===== config.mk =====
export PLATFORM = sky130hd
export DESIGN_NAME = differential_drive_mixer_unit
export DESIGN_NICKNAME = d
export VERILOG_FILES = /design/src/hdl/ddm_pkg.sv /design/src/hdl/ddm_mix.sv /design/src/hdl/ddm_div115.sv /design/src/hdl/differential_drive_mixer_unit.sv
export VERILOG_INCLUDE_DIRS = /design/src /design/src/hdl
export SDC_FILE = /design/constraint.sdc
export NUM_CORES = 1
export LEC_CHECK = 0
export ABC_AREA = 1
export BUFFER_PORTS_ARGS = -buffer_cell sky130_fd_sc_hd__buf_2
export CAP_MARGIN = 20
export CORE_ASPECT_RATIO = 2
export CORE_MARGIN = 3
export CORE_UTILIZATION = 50
export CTS_CLUSTER_SIZE = 40
export DETAILED_ROUTE_END_ITERATION = 8
export GPL_TIMING_DRIVEN = 0
export MAX_ROUTING_LAYER = met4
export PLACE_DENSITY = 0.73
export SLEW_MARGIN = 10
export SYNTH_ARGS = -nofsm -noshare
export SYNTH_HDL_FRONTEND = slang
export SYNTH_HIERARCHICAL = 1
export SYNTH_SLANG_ARGS = --single-unit

===== constraint.sdc =====
create_clock -name clk -period 6.01 [get_ports clk]
set_input_delay 1.202 -clock clk [delete_from_list [all_inputs] [get_ports clk]]
set_output_delay 1.202 -clock clk [all_outputs]
set_load 0.01 [all_outputs]

===== src/hdl/differential_drive_mixer_unit_macros.svh =====
// ----------------------------------------------------------------------------
// Differential drive mixer assertion macros
// Concurrent assertion shorthands; empty when building for synthesis.
// ----------------------------------------------------------------------------
`ifndef DIFFERENTIAL_DRIVE_MIXER_UNIT_MACROS_SVH
`define DIFFERENTIAL_DRIVE_MIXER_UNIT_MACROS_SVH

`ifndef SYNTHESIS
// Same-cycle implication, ignored while reset is asserted.
`define DDM_ASSERT_IMPLY(label, clk, rst_n, ante, cons) \
    label: assert property (@(posedge clk) disable iff (!rst_n) (ante) |-> (cons)) \
        else $error("assertion failed: implication does not hold");
// Next-cycle implication, ignored while reset is asserted.
`define DDM_ASSERT_NEXT(label, clk, rst_n, ante, cons) \
    label: assert property (@(posedge clk) disable iff (!rst_n) (ante) |=> (cons)) \
        else $error("assertion failed: next-cycle implication does not hold");
`else
`define DDM_ASSERT_IMPLY(label, clk, rst_n, ante, cons)
`define DDM_ASSERT_NEXT(label, clk, rst_n, ante, cons)
`endif

`endif


===== src/hdl/ddm_pkg.sv =====
// ----------------------------------------------------------------------------
// Differential drive mixer package
// Stick limits, reciprocal constants, direction codes and stage structs.
// ----------------------------------------------------------------------------
`default_nettype none

package ddm_pkg;

    localparam logic [7:0] STICK_MAX = 8'd250;
    localparam logic [7:0] BAND_HI   = 8'd135;
    localparam logic [7:0] BAND_LO   = 8'd115;

    // base = (2 * lim) / 5, exact as (x * 205) >> 10 for x below 1024.
    localparam int         BASE_NUM_W  = 9;
    localparam logic [7:0] BASE_RECIP  = 8'd205;
    localparam int         BASE_SHIFT  = 10;
    localparam int         BASE_FULL_W = BASE_NUM_W + 8;
    localparam int         BASE_W      = 7;

    // p / 115, exact as (p * 36473) >> 22 for p below 46090.
    localparam int          EXC_W       = 8;
    localparam int          PROD_W      = EXC_W + BASE_W;
    localparam logic [15:0] SPAN_RECIP  = 16'd36473;
    localparam int          SPAN_SHIFT  = 22;
    localparam int          QUOT_FULL_W = PROD_W + 16;
    localparam int          SPEED_W     = 8;

    typedef enum logic [1:0] {
        DIR_STOP = 2'd0,
        DIR_FWD  = 2'd1,
        DIR_BACK = 2'd2
    } dir_t;

    typedef struct packed {
        dir_t             left_dir;
        dir_t             right_dir;
        logic [EXC_W-1:0] left_exc;
        logic [EXC_W-1:0] right_exc;
    } mix_t;

    typedef struct packed {
        mix_t                  mix;
        logic [BASE_NUM_W-1:0] base_num;
    } stage_a_t;

    typedef struct packed {
        mix_t              mix;
        logic [BASE_W-1:0] base;
    } stage_b_t;

    typedef struct packed {
        dir_t              left_dir;
        dir_t              right_dir;
        logic [PROD_W-1:0] left_prod;
        logic [PROD_W-1:0] right_prod;
    } stage_c_t;

    function automatic logic [7:0] clamp_stick(input logic [7:0] v);
        return (v > STICK_MAX) ? STICK_MAX : v;
    endfunction

endpackage

`default_nettype wire


===== src/hdl/ddm_mix.sv =====
// ----------------------------------------------------------------------------
// Differential drive mixer front end
// Clamps the sticks and works out each wheel's direction and stick excess.
// ----------------------------------------------------------------------------
`default_nettype none

module ddm_mix (
    input  wire logic [7:0]      throttle_axis,
    input  wire logic [7:0]      steer_axis,
    input  wire logic [7:0]      speed_limit_axis,
    output ddm_pkg::stage_a_t    stage_a
);
    import ddm_pkg::*;

    logic [7:0]       thr;
    logic [7:0]       str;
    logic [7:0]       lim;
    logic             fwd;
    logic             back;
    logic             steer_hi;
    logic             steer_lo;
    logic [EXC_W-1:0] tx;
    logic [EXC_W-1:0] sx;
    logic             boost_l;
    logic             boost_r;

    always_comb
    begin
        thr = clamp_stick(throttle_axis);
        str = clamp_stick(steer_axis);
        lim = clamp_stick(speed_limit_axis);

        fwd      = thr > BAND_HI;
        back     = thr < BAND_LO;
        steer_hi = str > BAND_HI;
        steer_lo = str < BAND_LO;

        tx = fwd ? thr - BAND_HI : (back ? BAND_LO - thr : '0);
        sx = steer_hi ? str - BAND_HI : (steer_lo ? BAND_LO - str : '0);

        // Driving forward, high steer speeds up the right wheel; mirrored in reverse.
        boost_l = (fwd && steer_lo) || (back && steer_hi);
        boost_r = (fwd && steer_hi) || (back && steer_lo);

        if (fwd || back)
        begin
            stage_a.mix.left_dir  = fwd ? DIR_FWD : DIR_BACK;
            stage_a.mix.right_dir = fwd ? DIR_FWD : DIR_BACK;
            stage_a.mix.left_exc  = tx + (boost_l ? sx : '0);
            stage_a.mix.right_exc = tx + (boost_r ? sx : '0);
        end
        else
        begin
            // Turning in place: at most one wheel runs, forward.
            stage_a.mix.left_dir  = steer_lo ? DIR_FWD : DIR_STOP;
            stage_a.mix.right_dir = steer_hi ? DIR_FWD : DIR_STOP;
            stage_a.mix.left_exc  = steer_lo ? sx : '0;
            stage_a.mix.right_exc = steer_hi ? sx : '0;
        end

        stage_a.base_num = {lim, 1'b0};
    end

endmodule

`default_nettype wire


===== src/hdl/ddm_div115.sv =====
// ----------------------------------------------------------------------------
// Divide by 115
// Reciprocal multiplication for products of excess and base speed.
// ----------------------------------------------------------------------------
`default_nettype none

module ddm_div115 (
    input  wire logic [ddm_pkg::PROD_W-1:0]  prod,
    output logic      [ddm_pkg::SPEED_W-1:0] quot
);
    import ddm_pkg::*;

    logic [QUOT_FULL_W-1:0] full;

    assign full = QUOT_FULL_W'(prod) * QUOT_FULL_W'(SPAN_RECIP);
    assign quot = full[SPAN_SHIFT +: SPEED_W];

endmodule

`default_nettype wire


===== src/hdl/differential_drive_mixer_unit.sv =====
// ----------------------------------------------------------------------------
// Differential drive mixer unit
// Turns throttle, steering and speed knob samples into wheel drive commands.
// ----------------------------------------------------------------------------
//
//  Channel  Handshake                   Payload
//  -------  --------------------------  -------------------------------------
//  item     item_valid / item_ready     throttle_axis, steer_axis,
//                                       speed_limit_axis
//  result   result_valid / result_ready left_direction, right_direction,
//                                       left_speed, right_speed
//
//  The unit accepts one item per clock cycle while no stall holds it back,
//  and each result passes through the four register stages A to D.
//  Reset clears only the stage valid bits, so the pipeline comes up empty.
//  A stall at the result port holds the final stage, and each earlier stage
//  keeps loading while a bubble sits ahead of it, so no item is lost or
//  repeated and empty slots are squeezed out during a stall.
//
`default_nettype none

`include "differential_drive_mixer_unit_macros.svh"

module differential_drive_mixer_unit (
    input  wire logic       clk,
    input  wire logic       rst_n,

    input  wire logic       item_valid,
    output logic            item_ready,
    input  wire logic [7:0] throttle_axis,
    input  wire logic [7:0] steer_axis,
    input  wire logic [7:0] speed_limit_axis,

    output logic            result_valid,
    input  wire logic       result_ready,
    output logic [1:0]      left_direction,
    output logic [1:0]      right_direction,
    output logic [7:0]      left_speed,
    output logic [7:0]      right_speed
);
    import ddm_pkg::*;

    // Stage valid bits and the ready chain that runs back from the output.
    logic valid_a_reg;
    logic valid_b_reg;
    logic valid_c_reg;
    logic valid_d_reg;
    logic ready_a;
    logic ready_b;
    logic ready_c;
    logic ready_d;

    stage_a_t stage_a_next;
    stage_a_t stage_a_reg;
    stage_b_t stage_b_next;
    stage_b_t stage_b_reg;
    stage_c_t stage_c_next;
    stage_c_t stage_c_reg;

    logic [BASE_FULL_W-1:0] base_full;
    logic [SPEED_W-1:0]     left_speed_next;
    logic [SPEED_W-1:0]     right_speed_next;
    dir_t                   left_dir_reg;
    dir_t                   right_dir_reg;
    logic [SPEED_W-1:0]     left_speed_reg;
    logic [SPEED_W-1:0]     right_speed_reg;

    // A stage may load when it is empty or when its item moves on this cycle.
    assign ready_d    = !valid_d_reg || result_ready;
    assign ready_c    = !valid_c_reg || ready_d;
    assign ready_b    = !valid_b_reg || ready_c;
    assign ready_a    = !valid_a_reg || ready_b;
    assign item_ready = ready_a;

    always_ff @(posedge clk or negedge rst_n)
    begin
        if (!rst_n)
        begin
            valid_a_reg <= 1'b0;
            valid_b_reg <= 1'b0;
            valid_c_reg <= 1'b0;
            valid_d_reg <= 1'b0;
        end
        else
        begin
            if (ready_a)
            begin
                valid_a_reg <= item_valid;
            end
            if (ready_b)
            begin
                valid_b_reg <= valid_a_reg;
            end
            if (ready_c)
            begin
                valid_c_reg <= valid_b_reg;
            end
            if (ready_d)
            begin
                valid_d_reg <= valid_c_reg;
            end
        end
    end

    // Stage A: clamp the sticks and mix them into per-wheel excess values.
    ddm_mix u_mix (
        .throttle_axis    (throttle_axis),
        .steer_axis       (steer_axis),
        .speed_limit_axis (speed_limit_axis),
        .stage_a          (stage_a_next)
    );

    // Stage B: scale the speed knob to a base speed of 0 to 100.
    assign base_full = BASE_FULL_W'(stage_a_reg.base_num) * BASE_FULL_W'(BASE_RECIP);

    always_comb
    begin
        stage_b_next.mix  = stage_a_reg.mix;
        stage_b_next.base = base_full[BASE_SHIFT +: BASE_W];
    end

    // Stage C: multiply each wheel's excess by the base speed.
    always_comb
    begin
        stage_c_next.left_dir   = stage_b_reg.mix.left_dir;
        stage_c_next.right_dir  = stage_b_reg.mix.right_dir;
        stage_c_next.left_prod  = PROD_W'(stage_b_reg.mix.left_exc) * PROD_W'(stage_b_reg.base);
        stage_c_next.right_prod = PROD_W'(stage_b_reg.mix.right_exc) * PROD_W'(stage_b_reg.base);
    end

    // Stage D: divide both products by the excess span of 115.
    ddm_div115 u_div_left (
        .prod (stage_c_reg.left_prod),
        .quot (left_speed_next)
    );

    ddm_div115 u_div_right (
        .prod (stage_c_reg.right_prod),
        .quot (right_speed_next)
    );

    // Payload registers need no reset; they load only with a valid item.
    always_ff @(posedge clk)
    begin
        if (item_valid && ready_a)
        begin
            stage_a_reg <= stage_a_next;
        end
        if (valid_a_reg && ready_b)
        begin
            stage_b_reg <= stage_b_next;
        end
        if (valid_b_reg && ready_c)
        begin
            stage_c_reg <= stage_c_next;
        end
        if (valid_c_reg && ready_d)
        begin
            left_dir_reg    <= stage_c_reg.left_dir;
            right_dir_reg   <= stage_c_reg.right_dir;
            left_speed_reg  <= left_speed_next;
            right_speed_reg <= right_speed_next;
        end
    end

    assign result_valid    = valid_d_reg;
    assign left_direction  = left_dir_reg;
    assign right_direction = right_dir_reg;
    assign left_speed      = left_speed_reg;
    assign right_speed     = right_speed_reg;

    // A stopped wheel always reports zero speed.
    `DDM_ASSERT_IMPLY(a_left_stop_zero, clk, rst_n, result_valid && left_direction == DIR_STOP, left_speed == '0)
    `DDM_ASSERT_IMPLY(a_right_stop_zero, clk, rst_n, result_valid && right_direction == DIR_STOP, right_speed == '0)
    // The wheels never run in opposite directions.
    `DDM_ASSERT_IMPLY(a_no_counter_rotation, clk, rst_n, result_valid && left_direction != right_direction, left_direction == DIR_STOP || right_direction == DIR_STOP)
    // An item held in the last stage by a stall is still there next cycle.
    `DDM_ASSERT_NEXT(a_stall_holds_stage, clk, rst_n, valid_d_reg && !result_ready, valid_d_reg)

endmodule

`default_nettype wire

After elaboration in Yosys (flattened, before gate mapping)
Cells that the tools add are included.
{ "totals": {"n_memories": 0, "ram_bits": 0, "input_bits": 28, "rom_bits": 0, "reg_bits": 113, "latch_bits": 0} }
{ "op_classes": {"order_cmp": 7, "bitwise_logic": 0, "n_eq_ne": 0, "n_mul": 5, "addsub": 6, "n_reduce_logical": 19, "div": 0, "n_shift": 0, "mux": 14} }
{ "op_table": {"columns": ["op", "n"], "rows": [
  ["$mux 8", 10],
  ["$mul 15x16->30 const B", 2],
  ["$gt 8x8->1 const B", 5],
  ["$mul 8x7->15", 2],
  ["$mux 20", 1],
  ["$add 8x8->8", 2],
  ["$lt 8x7->1 const B", 2],
  ["$mul 8x8->16 const B", 1],
  ["$sub 7x8->8 const A", 2],
  ["$sub 8x8->8 const B", 2],
  ["$logic_and 1x1->1", 8],
  ["$logic_or 1x1->1", 7],
  ["$logic_not 1->1", 4],
  ["$mux 1", 2],
  ["$mux 2", 1]
]} }

Logic depth before layout (Yosys ltp)
{ "depth": {"ltp_word": 8, "mapped_depth": 26, "mapped_depth_nobuf": 25} }

Cells and area by module
Netlist, hierarchy kept.
{ "by_module_without_submodules": {"columns": ["mod", "cells_per_inst", "instances", "area_per_inst_um2"], "rows": [
  ["differential_drive_mixer_unit", 898, 1, 8826.0],
  ["ddm_div115 at u_div_right", 512, 1, 4182.8],
  ["ddm_div115 at u_div_left", 512, 1, 4176.5],
  ["ddm_mix", 320, 1, 1756.7]
]} }

Worst setup path after synthesis
Ideal clock, no wire load.
{ "synth_timing": {"path_kind": "reg-to-reg", "startpoint": "reg stage_c_reg[15] (netlist bit)", "endpoint": "reg left_speed_reg[3] (netlist: left_speed[3]) (data pin)", "arrival_time_ns": 4.570, "path_slack_ns": 1.188, "n_path_buf": 0, "path_stages_with_launch": 21, "t_required_ns": 5.757, "path_cell_list": "edfxtp_1 > inv_1 > fa_1 > inv_1 > ha_1 > or2_2 > fa_1 > fa_1 > fa_1 > inv_1 > fa_1 > inv_1 > ha_1 > nand2_1 > inv_1 > a21oi_1 > nor2_1 > o21bai_1 > nand3_1 > nand2_1 > nand2_1"} }
{ "synth_between": {"elab_chain_cells": 1} }
{ "synth_rtl": {"columns": ["element", "line_no", "source"], "rows": [
  ["start: declaration", "differential_drive_mixer_unit.sv:58", "stage_c_t stage_c_reg;"],
  ["start signal: assignment", "differential_drive_mixer_unit.sv:155", "stage_c_reg <= stage_c_next;"],
  ["$mul 15x16->30", "ddm_div115.sv:15", "assign full = QUOT_FULL_W'(prod) * QUOT_FULL_W'(SPAN_RECIP);"],
  ["net left_speed_next[3]", "differential_drive_mixer_unit.sv:61", "logic [SPEED_W-1:0] left_speed_next;"],
  ["end signal: assignment", "differential_drive_mixer_unit.sv:161", "left_speed_reg <= left_speed_next;"],
  ["end: declaration", "differential_drive_mixer_unit.sv:65", "logic [SPEED_W-1:0] left_speed_reg;"]
]} }
The timed path passes the listed nets, and every way through them passes these cells.
A chain may end at the register's enable or synchronous reset.

Final worst setup path
{ "layout_timing": {"startpoint": "reg stage_c_reg[2] (netlist bit)", "endpoint": "reg right_speed_reg[5] (netlist: right_speed[5]) (data pin)"} }
{ "layout_between": {"elab_chain_cells": 1} }
{ "layout_rtl": {"columns": ["element", "line_no", "source"], "rows": [
  ["$mul 15x16->30", "ddm_div115.sv:15", null],
  ["net right_speed_next[5]", "differential_drive_mixer_unit.sv:62", "logic [SPEED_W-1:0] right_speed_next;"],
  ["end signal: assignment", "differential_drive_mixer_unit.sv:162", "right_speed_reg <= right_speed_next;"],
  ["end: declaration", "differential_drive_mixer_unit.sv:66", "logic [SPEED_W-1:0] right_speed_reg;"]
]} }
The timed path passes the listed nets, and every way through them passes these cells.

==> out/metrics.json <==
{
  "ys.flop_type": {"value": "edfxtp_1"},
  "postLayoutSetupSlackWorst": {"value": 0.660, "unit": "ns"},
  "holdCritPathClass": {"value": "flip-flop to flip-flop"},
  "totalNegativeSetupSlack": {"value": 0, "unit": "ns"},
  "finish.utilization": {"value": 54.8, "unit": "%"},
  "pin_count": {"value": 50},
  "worst_reg2reg_startpoint": {"value": "stage_c_reg[2]"},
  "grt_setup_unrepaired": {"value": "no"},
  "number_of_enable_flip_flop_cells_after_synthesis": {"value": 110},
  "async_flop_share": {"value": 3.51, "unit": "%"},
  "clockBufferDepth": {"value": 2},
  "first_pass_grt_wire_length": {"value": 72200, "unit": "um"},
  "dieHeight": {"value": 281, "unit": "um"},
  "result_of_the_run": {"value": "finished clean"},
  "largest_register_ff_count": {"value": 34},
  "antenna_found_initial": {"value": 0},
  "netlist-cell-type-count": {"value": 48},
  "cts.repair_timing.setup_buffer_count": {"value": 0},
  "critical-path-top-delay-family": {"value": "adder cells"},
  "setup_viol": {"value": 0},
  "num_rows": {"value": 100},
  "die_area": {"value": 40400, "unit": "sq um"},
  "timing.setup.critical_path_class": {"value": "flip-flop to flip-flop"},
  "data_arrival_critical_path": {"value": 5.55, "unit": "ns"},
  "critical_path.startpoint_type": {"value": "flip-flop"},
  "cts-buffers-inserted": {"value": 17},
  "coreArea": {"value": 37300, "unit": "sq um"},
  "worst_clock_skew": {"value": 0.0106, "unit": "ns"},
  "floorplan.die.width": {"value": 144, "unit": "um"},
  "post_cts_hold_buffer_count": {"value": 0},
  "tritoncts": {"value": "done"},
  "grt.overflow.total": {"value": 0},
  "root_buffer": {"value": "clkbuf_16"},
  "postSynthNetCount": {"value": 2837},
  "share_of_layout_cells_above_drive_strength_1": {"value": 8.78, "unit": "%"},
  "grt.total_usage": {"value": 23.3, "unit": "%"},
  "initial_core_util": {"value": 50.8, "unit": "%"},
  "filler_cell_count": {"value": 3392},
  "place_hpwl": {"value": 37700, "unit": "um"},
  "avgViaCountPerCell": {"value": 5.20},
  "crit_path_end_kind": {"value": "flip-flop"},
  "post_synth.cell_area_avg": {"value": 8.45, "unit": "sq um"},
  "layout_worst_path_cycle_share": {"value": 89.0, "unit": "%"},
  "placedInstanceArea": {"value": 19800, "unit": "sq um"},
  "dr_total_vias": {"value": 14500},
  "grt_max_degree": {"value": 35},
  "place.gp.congestion": {"value": 0.989},
  "tritoncts_num_sinks": {"value": 114},
  "drc": {"value": 0},
  "route.detailed.wl_per_inst": {"value": 15.4, "unit": "um"},
  "clk_pin_slew_worst_paths": {"value": 0.06, "unit": "ns"},
  "synthesis.yosys.warnings": {"value": 6},
  "syn-cell-area": {"value": 18900, "unit": "sq um"},
  "cts.repair.resized": {"value": 0},
  "proportion_of_synthesized_chip_area_in_sequential_cells": {"value": 18.0, "unit": "%"},
  "hp-start": {"value": "stage_a_reg[19]"},
  "timing.critical_path.buf_inv": {"value": 4},
  "critical_path.cell_chain": {"value": "inv_1 -> fa_1 -> inv_1 -> ha_1 -> or2_2 -> fa_1 -> fa_1 -> fa_1 -> inv_1 -> fa_1 -> inv_1 -> ha_1 -> nand2_1 -> nand2_1 -> a21oi_1 -> o21ai_0 -> nand2_1 -> nand4_1 -> nand2_1"},
  "final_design_area_no_fill": {"value": 20400, "unit": "sq um"},
  "worst-path-max-fanout": {"value": 4},
  "finalCriticalPeriod": {"value": 5.35, "unit": "ns"},
  "timing.critical_path.required": {"value": 6.21, "unit": "ns"},
  "number_of_drc_markers_in_iteration_0": {"value": 482},
  "syn_to_final_growth": {"value": 7.85, "unit": "%"},
  "final_net_count": {"value": 2905},
  "worst_path_most_repeated_cell": {"value": "fa_1"},
  "relSlewSlack": {"value": 31.5, "unit": "%"},
  "timing_worst_slew_pin_value": {"value": 1.03, "unit": "ns"},
  "first_global_vias": {"value": 16000},
  "hold_violations": {"value": 0},
  "dp_worst_setup_slack": {"value": 0.675, "unit": "ns"},
  "wl": {"value": 42900, "unit": "um"},
  "antenna_cells": {"value": 0},
  "drt_pre_antenna_iters": {"value": 7},
  "buffer_ports.inserted": {"value": 48},
  "cts_max_level": {"value": 4},
  "timing.fmax": {"value": 187, "unit": "MHz"},
  "drv_slew": {"value": 0},
  "worstSkewPairLatency": {"value": 0.44, "unit": "ns"},
  "antenna_left": {"value": 0},
  "synthCells": {"value": 2242},
  "maxCapViolCount": {"value": 0},
  "slowest_cell_on_crit_path": {"value": "fa_1"},
  "critical_path.startpoint": {"value": "stage_c_reg[2]"},
  "synth-seq-cells": {"value": 114},
  "max_stage_delay": {"value": 0.55, "unit": "ns"}
}
cells in the mapped netlist (7+ instances only):
master      n  share of area, %
nor2_1    110               2.2
o21ai_0    39               1.0
nand3_1    75               2.0
o21ai_1    11              0.29
inv_1     528                10
nand2_2    36               1.2
buf_2       8              0.21
fa_1      204                22
o21bai_1   15              0.59
a31oi_1     7              0.23
inv_2      12              0.24
or2_2      10              0.33
edfxtp_1  110                17
nand2_1   476               9.4
clkbuf_1   12              0.24
nand4_1    24              0.79
xnor2_1     9              0.42
nor2_2     14              0.46
ha_1      363                24
xor2_1     20              0.92
a21oi_1    89               2.4
nor2_4      9              0.54
area by class of cell:
| class | count | area (sq um) | area share (%) |
|---|---|---|---|
| Clock inverter | 15 | 204 | 0.998 |
| Buffer | 25 | 134 | 0.655 |
| Timing Repair Buffer | 49 | 268 | 1.31 |
| Clock buffer | 17 | 425 | 2.08 |
| Tap cell | 459 | 574 | 2.81 |
| Inverter | 543 | 2040 | 10.0 |
| Sequential cell | 114 | 3400 | 16.7 |
| Multi-Input combinational cell | 1560 | 13400 | 65.5 |
kinds of logic after synthesis:
family / share of synthesized area [%]
AOI/OAI and AO/OA: 5.48
xor gates and xnor gates: 1.43
adders and majority gates: 45.5
buffers and inverters: 11.5
DFF: 18.0
other: 0.0198
and+or+nand+nor: 18.1
metrics by stage:
| stage | instances | hold WS (ns) |
|---|---|---|
| 2_1_floorplan | 2242 | 0.400 |
| 3_3_place_gp | 2749 | 0.400 |
| 3_5_place_dp | 2750 | 0.405 |
| 4_1_cts | 2782 | 0.419 |
| 5_1_grt | 2782 | 0.419 |
| 6_report | 2782 | 0.417 |
cell usage in the layout, fill, tap and decap left out, types with 12 or more instances in the layout:
| master | count |
|---|---|
| a21oi_1 | 89 |
| buf_2 | 56 |
| clkbuf_1 | 12 |
| clkbuf_16 | 17 |
| edfxtp_1 | 110 |
| fa_1 | 204 |
| ha_1 | 363 |
| inv_1 | 527 |
| inv_2 | 13 |
| nand2_1 | 476 |
| nand2_2 | 36 |
| nand3_1 | 75 |
| nand4_1 | 24 |
| nor2_1 | 108 |
| nor2_2 | 14 |
| o21ai_0 | 39 |
| o21bai_1 | 15 |
| xor2_1 | 20 |
routing by layer:
layer	up-vias	GRT usage (%)	share of wire, %
met4	0	15.4	7.3
li1	7165	-	-
met1	6834	19.7	32
met3	163	2.28	2.3
met2	311	46.1	58
met5	-	-	0
worst paths after layout:
kind	endpoint	slack [ns]	depth (start not counted)
min in group asynchronous	valid_b_reg	0.55	1
max in group asynchronous	valid_a_reg	5.34	1
setup / recovery	right_speed[5]	0.66	19
setup reg to reg	right_speed[5]	0.66	19
hold / removal	stage_b_reg[17]	0.42	0
hold reg to reg	stage_b_reg[17]	0.42	0
Power is not shown: default switching activity piles up to over one toggle a cycle in this logic, so the estimate is an artifact.
